File: config.mk
export PLATFORM = sky130hd
export DESIGN_NAME = keyed_weight_accumulator_table
export DESIGN_NICKNAME = d
export VERILOG_FILES = /design/src/hw/rtl/kwat_pkg.sv /design/src/hw/rtl/keyed_weight_accumulator_table.sv
export SDC_FILE = /design/constraint.sdc
export NUM_CORES = 1
export LEC_CHECK = 0
export ABC_AREA = 1
export BUFFER_PORTS_ARGS = -buffer_cell sky130_fd_sc_hd__buf_2
export CAP_MARGIN = 30
export CELL_PAD_IN_SITES_DETAIL_PLACEMENT = 0
export CELL_PAD_IN_SITES_GLOBAL_PLACEMENT = 2
export CORE_ASPECT_RATIO = 0.6
export CORE_MARGIN = 2
export CORE_UTILIZATION = 43
export DETAILED_ROUTE_END_ITERATION = 7
export PLACE_DENSITY = 0.89
export SYNTH_ARGS = -nofsm -noshare
export SYNTH_HDL_FRONTEND = slang
export SYNTH_SLANG_ARGS = --single-unit
File: constraint.sdc
create_clock -name clk -period 4.9 [get_ports clk]
set_clock_uncertainty 0.1 [all_clocks]
set_input_delay 0.245 -clock clk [delete_from_list [all_inputs] [get_ports clk]]
set_output_delay 0.245 -clock clk [all_outputs]
set_load 0.05 [all_outputs]
File: src/hw/rtl/kwat_pkg.sv
// Package for the keyed weight accumulator table: sizes, opcodes, status codes,
// entry type. No dependencies.
package kwat_pkg;

    localparam int ENTRIES     = 16;
    localparam int KEY_BITS    = 8;
    localparam int WEIGHT_BITS = 32;

    localparam int IDX_BITS = (ENTRIES > 1) ? $clog2(ENTRIES) : 1;
    localparam int CNT_BITS = $clog2(ENTRIES + 1);

    localparam logic [2:0] OP_ADD   = 3'd0;
    localparam logic [2:0] OP_TAKE  = 3'd1;
    localparam logic [2:0] OP_ERASE = 3'd2;
    localparam logic [2:0] OP_CLEAR = 3'd3;
    localparam logic [2:0] OP_READ  = 3'd4;
    localparam logic [2:0] OP_WRITE = 3'd5;

    localparam logic [1:0] ST_OK         = 2'd0;
    localparam logic [1:0] ST_UNKNOWN    = 2'd1;
    localparam logic [1:0] ST_TOO_LITTLE = 2'd2;
    localparam logic [1:0] ST_FULL       = 2'd3;

    typedef logic [KEY_BITS-1:0]    key_t;
    typedef logic [WEIGHT_BITS-1:0] weight_t;
    typedef logic [IDX_BITS-1:0]    idx_t;
    typedef logic [CNT_BITS-1:0]    cnt_t;

    typedef struct packed {
        key_t    key;
        weight_t weight;
    } entry_t;

endpackage

File: src/hw/rtl/keyed_weight_accumulator_table.sv
// Top level of the keyed weight accumulator table.
// Depends on kwat_pkg.
//
// A table of up to ENTRIES unique keys, each with an unsigned 16.16 weight.
// Each request transfer (opcode, key, amount) yields exactly one result
// transfer (status, weight_now). Keys and weights live in a synchronous entry
// memory with one write port and one registered read port; the valid bits sit in
// flip-flops and are cleared by reset, so no clearing pass is needed.
// Each request passes through an accept step in the idle state, a scan that
// streams every slot through the memory read port and compares its key (a
// last scan step checks the final read data), and an update step that
// writes the entry back and loads the result register. The scan through the
// one read port takes most of the time of a request.
// in_stall is low only in the idle state. The result register lets the
// next request enter while a result still waits; the update cycle waits
// only if the previous result has not been taken by then.
// Add saturates at all ones; creating an entry in a full table reports
// table full and changes nothing. New entries take the lowest free slot.
module keyed_weight_accumulator_table (
    input  logic        clk,
    input  logic        rst_n,
    input  logic        in_valid,
    output logic        in_stall,
    input  logic [2:0]  opcode,
    input  logic [7:0]  key,
    input  logic [31:0] amount,
    output logic        out_valid,
    input  logic        out_stall,
    output logic [1:0]  status,
    output logic [31:0] weight_now
);

    localparam logic [1:0] S_IDLE = 2'd0;
    localparam logic [1:0] S_SCAN = 2'd1;
    localparam logic [1:0] S_EXEC = 2'd2;

    // Control state
    logic [1:0]                     state_reg, state_next;
    logic [kwat_pkg::ENTRIES-1:0]   valid_reg, valid_next;
    kwat_pkg::cnt_t                 cnt_reg, cnt_next;
    logic                           pend_reg, pend_next;
    logic                           found_reg, found_next;
    logic                           free_found_reg, free_found_next;
    logic                           out_valid_reg, out_valid_next;

    // Payload state
    kwat_pkg::idx_t                 pend_idx_reg, pend_idx_next;
    kwat_pkg::idx_t                 slot_reg, slot_next;
    kwat_pkg::idx_t                 free_idx_reg, free_idx_next;
    kwat_pkg::weight_t              held_reg, held_next;
    logic [2:0]                     op_reg, op_next;
    kwat_pkg::key_t                 key_reg, key_next;
    kwat_pkg::weight_t              amt_reg, amt_next;
    logic [1:0]                     status_reg, status_next;
    kwat_pkg::weight_t              wnow_reg, wnow_next;

    // Entry memory
    kwat_pkg::entry_t               mem [kwat_pkg::ENTRIES];
    kwat_pkg::entry_t               rd_data_reg;
    kwat_pkg::idx_t                 rd_addr;
    logic                           wr_en;
    kwat_pkg::idx_t                 wr_addr;
    kwat_pkg::entry_t               wr_data;

    // Update arithmetic
    logic [kwat_pkg::WEIGHT_BITS:0] sum;
    kwat_pkg::weight_t              sat_sum;
    logic                           short_held;
    kwat_pkg::weight_t              diff;
    logic                           out_free;
    logic                           hit;

    assign in_stall   = (state_reg != S_IDLE);
    assign out_valid  = out_valid_reg;
    assign status     = status_reg;
    assign weight_now = 32'(wnow_reg);

    assign rd_addr    = cnt_reg[kwat_pkg::IDX_BITS-1:0];
    assign out_free   = !out_valid_reg || !out_stall;

    assign sum        = {1'b0, held_reg} + {1'b0, amt_reg};
    assign sat_sum    = sum[kwat_pkg::WEIGHT_BITS] ? '1 : sum[kwat_pkg::WEIGHT_BITS-1:0];
    assign short_held = (held_reg < amt_reg);
    assign diff       = held_reg - amt_reg;

    // Key match on the slot whose read data arrived this cycle
    assign hit = pend_reg && valid_reg[pend_idx_reg] && (rd_data_reg.key == key_reg);

    always_ff @(posedge clk)
    begin
        if (wr_en)
        begin
            mem[wr_addr] <= wr_data;
        end
        rd_data_reg <= mem[rd_addr];
    end

    always_comb
    begin
        state_next      = state_reg;
        valid_next      = valid_reg;
        cnt_next        = cnt_reg;
        pend_next       = pend_reg;
        found_next      = found_reg;
        free_found_next = free_found_reg;
        out_valid_next  = out_valid_reg && out_stall;
        pend_idx_next   = pend_idx_reg;
        slot_next       = slot_reg;
        free_idx_next   = free_idx_reg;
        held_next       = held_reg;
        op_next         = op_reg;
        key_next        = key_reg;
        amt_next        = amt_reg;
        status_next     = status_reg;
        wnow_next       = wnow_reg;
        wr_en           = 1'b0;
        wr_addr         = slot_reg;
        wr_data         = '{key: key_reg, weight: amt_reg};

        unique case (state_reg)
            S_IDLE:
            begin
                if (in_valid)
                begin
                    op_next         = opcode;
                    key_next        = kwat_pkg::KEY_BITS'(key);
                    amt_next        = kwat_pkg::WEIGHT_BITS'(amount);
                    cnt_next        = '0;
                    pend_next       = 1'b0;
                    found_next      = 1'b0;
                    free_found_next = 1'b0;
                    state_next      = S_SCAN;
                end
            end

            S_SCAN:
            begin
                // Issue the next slot read while checking the previous one
                if (cnt_reg < kwat_pkg::CNT_BITS'(kwat_pkg::ENTRIES))
                begin
                    cnt_next      = cnt_reg + 1'b1;
                    pend_next     = 1'b1;
                    pend_idx_next = rd_addr;
                end
                else
                begin
                    pend_next = 1'b0;
                    if (pend_reg)
                    begin
                        state_next = S_EXEC;
                    end
                end
                if (hit && !found_reg)
                begin
                    found_next = 1'b1;
                    slot_next  = pend_idx_reg;
                    held_next  = rd_data_reg.weight;
                end
                if (pend_reg && !valid_reg[pend_idx_reg] && !free_found_reg)
                begin
                    free_found_next = 1'b1;
                    free_idx_next   = pend_idx_reg;
                end
            end

            S_EXEC:
            begin
                if (out_free)
                begin
                    status_next    = kwat_pkg::ST_OK;
                    wnow_next      = '0;
                    out_valid_next = 1'b1;
                    state_next     = S_IDLE;
                    unique case (op_reg)
                        kwat_pkg::OP_ADD, kwat_pkg::OP_WRITE:
                        begin
                            if (found_reg)
                            begin
                                wr_en          = 1'b1;
                                wr_data.weight = (op_reg == kwat_pkg::OP_ADD) ? sat_sum : amt_reg;
                                wnow_next      = wr_data.weight;
                            end
                            else if (free_found_reg)
                            begin
                                wr_en                    = 1'b1;
                                wr_addr                  = free_idx_reg;
                                valid_next[free_idx_reg] = 1'b1;
                                wnow_next                = amt_reg;
                            end
                            else
                            begin
                                status_next = kwat_pkg::ST_FULL;
                            end
                        end
                        kwat_pkg::OP_TAKE:
                        begin
                            if (!found_reg)
                            begin
                                status_next = kwat_pkg::ST_UNKNOWN;
                            end
                            else if (short_held)
                            begin
                                status_next = kwat_pkg::ST_TOO_LITTLE;
                                wnow_next   = held_reg;
                            end
                            else
                            begin
                                wr_en          = 1'b1;
                                wr_data.weight = diff;
                                wnow_next      = diff;
                            end
                        end
                        kwat_pkg::OP_ERASE:
                        begin
                            if (!found_reg)
                            begin
                                status_next = kwat_pkg::ST_UNKNOWN;
                            end
                            else
                            begin
                                valid_next[slot_reg] = 1'b0;
                            end
                        end
                        kwat_pkg::OP_CLEAR:
                        begin
                            valid_next = '0;
                        end
                        kwat_pkg::OP_READ:
                        begin
                            if (!found_reg)
                            begin
                                status_next = kwat_pkg::ST_UNKNOWN;
                            end
                            else
                            begin
                                wnow_next = held_reg;
                            end
                        end
                        default:
                        begin
                            // unused opcodes: no change, ok, zero weight
                        end
                    endcase
                end
            end

            default:
            begin
                state_next = S_IDLE;
            end
        endcase
    end

    always_ff @(posedge clk or negedge rst_n)
    begin
        if (!rst_n)
        begin
            state_reg      <= S_IDLE;
            valid_reg      <= '0;
            cnt_reg        <= '0;
            pend_reg       <= 1'b0;
            found_reg      <= 1'b0;
            free_found_reg <= 1'b0;
            out_valid_reg  <= 1'b0;
        end
        else
        begin
            state_reg      <= state_next;
            valid_reg      <= valid_next;
            cnt_reg        <= cnt_next;
            pend_reg       <= pend_next;
            found_reg      <= found_next;
            free_found_reg <= free_found_next;
            out_valid_reg  <= out_valid_next;
        end
    end

    always_ff @(posedge clk)
    begin
        pend_idx_reg <= pend_idx_next;
        slot_reg     <= slot_next;
        free_idx_reg <= free_idx_next;
        held_reg     <= held_next;
        op_reg       <= op_next;
        key_reg      <= key_next;
        amt_reg      <= amt_next;
        status_reg   <= status_next;
        wnow_reg     <= wnow_next;
    end

endmodule

Word-level counts from Yosys, hierarchy flattened

Memories as Yosys holds them, arrays and structs flattened. A register that Yosys moved wholly into a read port is not among the register bits.
Cells that the tools add are included.

Register bits after elaboration: 148
Bits in writable memories: 640
Word-level logic and storage cells: 141
Input bits: 47
ROM bits: 0
Latch bits: 0
Memories kept: 1
Output and inout bits: 36

Div/mod/pow operators: 0
Order comparisons: 7
$mul: 0
Eq/ne operators: 18
Add/sub/neg operators: 3
Shift operators: 0
Mux-type cells: 61
Reductions and logical operators: 32
Bitwise operators: 3

Memory list:

| name | words | width | read ports | clocked after Yosys merged registers in | write ports | line                                 | source |
|---|---|---|---|---|---|---|---|
| mem  | 16    | 40    | 1          | 1                                       | 1           | keyed_weight_accumulator_table.sv:58 | `kwat_pkg::entry_t mem [kwat_pkg::ENTRIES];` |

Operator list:

| cell               | count |
|---|---|
| $mux 32            | 12 |
| $pmux 32 s3        | 1 |
| $pmux 32 s2        | 1 |
| $mux 16            | 3 |
| $pmux 16 s3        | 1 |
| $add 32x32->33     | 1 |
| $lt 32x32->1       | 1 |
| $sub 32x32->32     | 1 |
| $mux 4             | 5 |
| $ne 2x2->1 const B | 10 |
| $mux 1             | 18 |
| $and 16x16->16     | 1 |
| $mux 2             | 8 |
| $not 16->16        | 1 |
| $or 16x16->16      | 1 |
| $lt 4x5->1 const B | 3 |
| $pmux 2 s3         | 2 |
| $reduce_and 2->1   | 6 |
| $mux 5             | 2 |
| $pmux 5 s2         | 1 |
| $reduce_and 3->1   | 3 |
| $demux 1 s4        | 2 |
| $eq 8x8->1         | 1 |
| $ge 4x1->1 const B | 2 |
| other kinds (19)   | 37 |

Longest topological paths before layout

Word-level depth: 8
Gate-level depth with buffers: 21
Depth with buffers taken out: 19

Worst setup path after synthesis

Ideal clock, no wire load.

Kind: register -> register
From: register amt_reg[0]
To: memory mem[0][0] (netlist name) (enable)
Clock period less this slack: 4.516 ns
Setup time: 0.437 ns
Setup slack: 0.384 ns
Arrival: 3.978 ns
Stages on the path, launching flop included: 16
Buffers on the path: 0
Data required time: 4.363 ns
Cells stage by stage: edfxtp_1 > ha_1 > fa_1 > inv_1 > nand2_1 > o21ai_4 > nand2_2 > nand2_2 > nand2_2 > nand2_2 > nand2_2 > nand2_4 > nand2_2 > a21oi_4 > nand3_1 > nor2_1

Longest elaborated chain between the ends: 8

Ends and longest elaborated chain:

| what                         | line                                  | source |
|---|---|---|
| start: declaration           | keyed_weight_accumulator_table.sv:53  | `kwat_pkg::weight_t amt_reg, amt_next;` |
| start signal: assignment     | keyed_weight_accumulator_table.sv:286 | `amt_reg <= amt_next;` |
| $lt 32x32->1                 | keyed_weight_accumulator_table.sv:83  | `assign short_held = (held_reg < amt_reg);` |
| $mux 1                       | keyed_weight_accumulator_table.sv:201 | `else if (short_held)` |
| $mux 1                       | keyed_weight_accumulator_table.sv:197 | `if (!found_reg)` |
| $pmux 1 s2                   | keyed_weight_accumulator_table.sv:174 | `unique case (op_reg)` |
| $mux 1                       | keyed_weight_accumulator_table.sv:168 | `if (out_free)` |
| $mux 1                       | keyed_weight_accumulator_table.sv:120 | `unique case (state_reg)` |
| $mux 1                       | keyed_weight_accumulator_table.sv:91  | `if (wr_en)` |
| $mux 1 (not written as such) | keyed_weight_accumulator_table.sv:93  | `mem[wr_addr] <= wr_data;` |
| end: declaration             | keyed_weight_accumulator_table.sv:58  |  |

Every way passes these cells.

==> results.txt <==
The number of DRC violations after detailed-routing iteration 0 is 3,575. The fmax is 230.8 MHz. The number of placed cells counting well taps is between 4,000 and 5,000. The maximum count of clock buffers along a single path came out at 3. The floorplan step defined a die boundary enclosing ~91,000 sq um. The final clock period utilization by the worst path is 0.8841. The starting density of the core is 0.4350.

The clock net sink count is between 800 and 900. The netlist uses 58 different library cells. The number of CTS-inserted buffers came out at 74. The part of the Yosys area used for sequential elements came out at 0.6365. The initial antenna violation count is 1. The adder-cell share of the synthesized area came out at 0.02233. For this run, the post-layout net count is around 3,800. The total count of hold-check failures in the final report is 0. The worst reg2reg path depth is 18.

The total wirelength of the detailed-routed design came out at around 120,000 um. The finished cells cover approximately 43,000 sq um. The global routing's busiest layer is met1. The top cell types in the final layout, fill and taps aside, are sky130_fd_sc_hd__edfxtp_1, sky130_fd_sc_hd__nand2_1, sky130_fd_sc_hd__nor2_1, sky130_fd_sc_hd__o21ai_0, sky130_fd_sc_hd__inv_1. The number of gates resized after CTS was 0.

For this run, the total global-route usage over all layers was measured as 0.2600. The static leakage came out at roughly 16 nW. The placed instances occupy a cell area of 40,170 sq um. The count of endpoints failing setup in the final report is 0.

The register with the most flip-flops in the layout has 640 of them. Power spread over the standard cell area amounts to approximately 540 nW/um^2. Setup total negative slack on the finished layout was measured at 0 ps.

TritonCTS built the clock tree. The slack of the critical path came out at about 570 ps. The worst-margin pin slew came out at between 1000 and 1500 ps. The post-synthesis compound-gate area fraction came out at 0.1090.

The data required time at the worst endpoint came out at 5110 ps. The net count of the mapped netlist came out at 3,650. The reg-to-reg critical path endpoint is mem[12][19]. The post-synthesis mux area share came out at 0.01755. The first global-routing pass estimated 175,400 um of wire.

The synthesized design contains roughly 830 register bits. IR analysis of the VDD net gives a maximum drop of between 300 and 400 uV. The clock latency on the worst-skew pair is 660 ps.

The number of port buffers came out at between 80 and 90. The number of synthesized flops with an enable pin is roughly 760. The number of antenna-violating nets in the routed design came out at 0. The flow ran to the end, and the final reports show no timing, DRC or antenna violations.

The endpoint arrival time on the critical path is between 4000 and 5000 ps. Sorting the synthesized cells by area gives the leading types as sky130_fd_sc_hd__edfxtp_1, sky130_fd_sc_hd__nand2_1, sky130_fd_sc_hd__nor2_1. The detailed-route wire length per cell came out at 24.85 um. The number of global-route vias before repair is between 20,000 and 30,000. The post-route DRC violation count is 0. By area, the combinational part of the netlist is dominated by simple AND/OR/NAND/NOR gates. Max-cap violations in this run came to 0. The die width is ~400 um.

The number of warnings printed during yosys synthesis came out at 0. The overall power is 23.27 mW. The pin count of the biggest net entering global routing is 177.

The routing usage on met1 is 0.4207. The count of pins on the block boundary is between 80 and 90. The worst path needs approximately 4300 ps of the cycle, external delays included. STA classifies the critical path endpoint as a flop. In the final layout, the share of cells above drive strength 1 is 0.1060. For this run, global-route usage on met3 was measured as 0.07696. Along the worst path, the maximum fanout reaches between 50 and 60. The met2 track utilization from global routing is 0.3347.

The total number of vias is around 28,000. Prior to clock tree synthesis, the placed netlist has a worst setup slack of ~690 ps. The number of standard cells in the layout, taps in and fillers out came out at 4,867. Setup repair after global routing left no endpoint under its margin. The min-delay analysis places its worst path in the category in -> async. The congestion estimate from routability-driven global placement came to 0.9906. Of the total synthesized cell area, the portion taken by XOR and XNOR cells is 0.007791. Of the post-synthesis cell area, the dominant cell type holds 0.5979. The HPWL after detailed placement came out at approximately 81,000 um.

The basic-gate share of the synthesized area counting and, or, nand and nor cells is 0.1599. The multi-input gate area in the final layout came out at 12,250 sq um. The sort of element at the start of the critical path is a flop. The number of levels in the clock H-tree is 3.

The height of the die is 234.9 um. Summed over all instances, the cell type with the most area after synthesis is sky130_fd_sc_hd__edfxtp_1. After synthesis, the share of flip-flops with an asynchronous set or reset is 0.03261. The number of filler cells placed in the layout is slightly below 8,000. In this run the clock root is driven by a sky130_fd_sc_hd__clkbuf_16.

The most used flip-flop cell after synthesis is sky130_fd_sc_hd__edfxtp_1. The number of antenna diodes in the final layout is 0. The worst max-slew margin expressed relative to the limit is 0.2007.

The core outline area came out at 87,860 sq um. The cell count after synthesis came out at 3,536. Using the TritonRoute via totals, the vias-per-cell ratio works out to about 5.7.

The setup check on the worst reg-to-reg path leaves a slack of roughly 570 ps. The floorplan has 84 rows. Compared with the post-synthesis result, the final layout area differs by 13.02%. The area occupied by registers is around 24,000 sq um. The number of optimization iterations in the first detailed-route pass came out at 6.

The cell area after synthesis came out at approximately 38,000 sq um. The worst register-to-register path begins at amt_reg[0]. The average footprint of a synthesized cell came out at ~11 sq um. The remaining global-route overflow came out at 0. The final count of pins violating max slew came to 0.

The critical path in this run is classified as reg -> reg. Leaving out fill and tap cells, the most frequent cell in the layout is sky130_fd_sc_hd__edfxtp_1. The clock-pin slew of the registers on the worst-case setup and hold paths came out at ~70 ps.
cells by family (layout without fill, tap and decap cells):
kind of cell	after synthesis	count (layout)
and+or+nand+nor	1470	1470
DFF	828	828
AOI/OAI and AO/OA	633	633
buffers and inverters	437	607
adders and majority gates	67	67
muxes	67	67
xor gates and xnor gates	34	34
cells in the mapped netlist, drive strengths merged (4+ instances only):
library cell	count
edfxtp	761
nand2	688
nor2	508
o21ai	276
inv	254
nand3	213
clkbuf	113
o32ai	94
a21oi	92
o221ai	70
buf	67
mux2i	67
ha	65
o211ai	48
dfxtp	40
nand4	31
xor2	28
dfrtp	27
nor3	21
o21bai	18
a31oi	8
o2111ai	8
xnor2	6
and2	4
o31ai	4
layer usage:
layer | part of all wire | vias up
li1 | - | 12761
met1 | 0.47 | 13678
met2 | 0.39 | 1393
met3 | 0.12 | 144
met4 | 0.019 | 0
met5 | 0 | -
worst max path at each step:
stage	startpoint	endpoint	cells after the start
floorplan	amt_reg[0]	mem[0][0]	15
CTS	amt_reg[0]	mem[12][19]	18
finish	amt_reg[0]	mem[12][19]	18
detailed placement	amt_reg[0]	mem[2][19]	18
global placement	amt_reg[0]	mem[3][19]	18
global route	amt_reg[0]	mem[12][19]	18
power by group:
part	internal (mW)	switching, mW
registers	9.00	0.547
logic	2.05	5.58
clock network	3.41	2.68
layout make-up:
class                   count  area share
clock inverters            33    0.009124
well taps                1161     0.03363
repair buffers            213     0.03902
multi-input cells        2271      0.2835
flip-flops and latches    828      0.5634
inverters                 257     0.02251
clock buffers             104     0.04881
critical path, cell delays in order, from the launching register on:
cell	delay, ps
sky130_fd_sc_hd__edfxtp_1	480
sky130_fd_sc_hd__ha_1	270
sky130_fd_sc_hd__fa_1	410
sky130_fd_sc_hd__inv_1	130
sky130_fd_sc_hd__nand2_1	130
sky130_fd_sc_hd__o21ai_4	260
sky130_fd_sc_hd__nand2_2	70
sky130_fd_sc_hd__nand2_2	130
sky130_fd_sc_hd__nand2_2	70
sky130_fd_sc_hd__nand2_2	80
sky130_fd_sc_hd__nand2_2	100
sky130_fd_sc_hd__nand2_4	90
sky130_fd_sc_hd__buf_4	260
sky130_fd_sc_hd__nand2_4	380
sky130_fd_sc_hd__a21oi_1	260
sky130_fd_sc_hd__nand2_1	60
sky130_fd_sc_hd__nand2_1	60
sky130_fd_sc_hd__nand2_1	50
sky130_fd_sc_hd__o21ai_1	580
timing repair:
item,in CTS,in global routing
endpoints found under the setup margin,0,0
hold buffers,46,0
hold endpoints to repair,72,0
buffers inserted,0,0
through the flow:
step | hold WS, ps | utilization
after floorplan | -150.6 | -
after global placement | 206.0 | 0.4572
after detailed placement | 209.1 | 0.4572
after CTS | 55.93 | 0.4909
after global routing | 114.0 | 0.4916
final | 61.92 | 0.4916
Note: power is estimated with default switching activity, not from simulation.
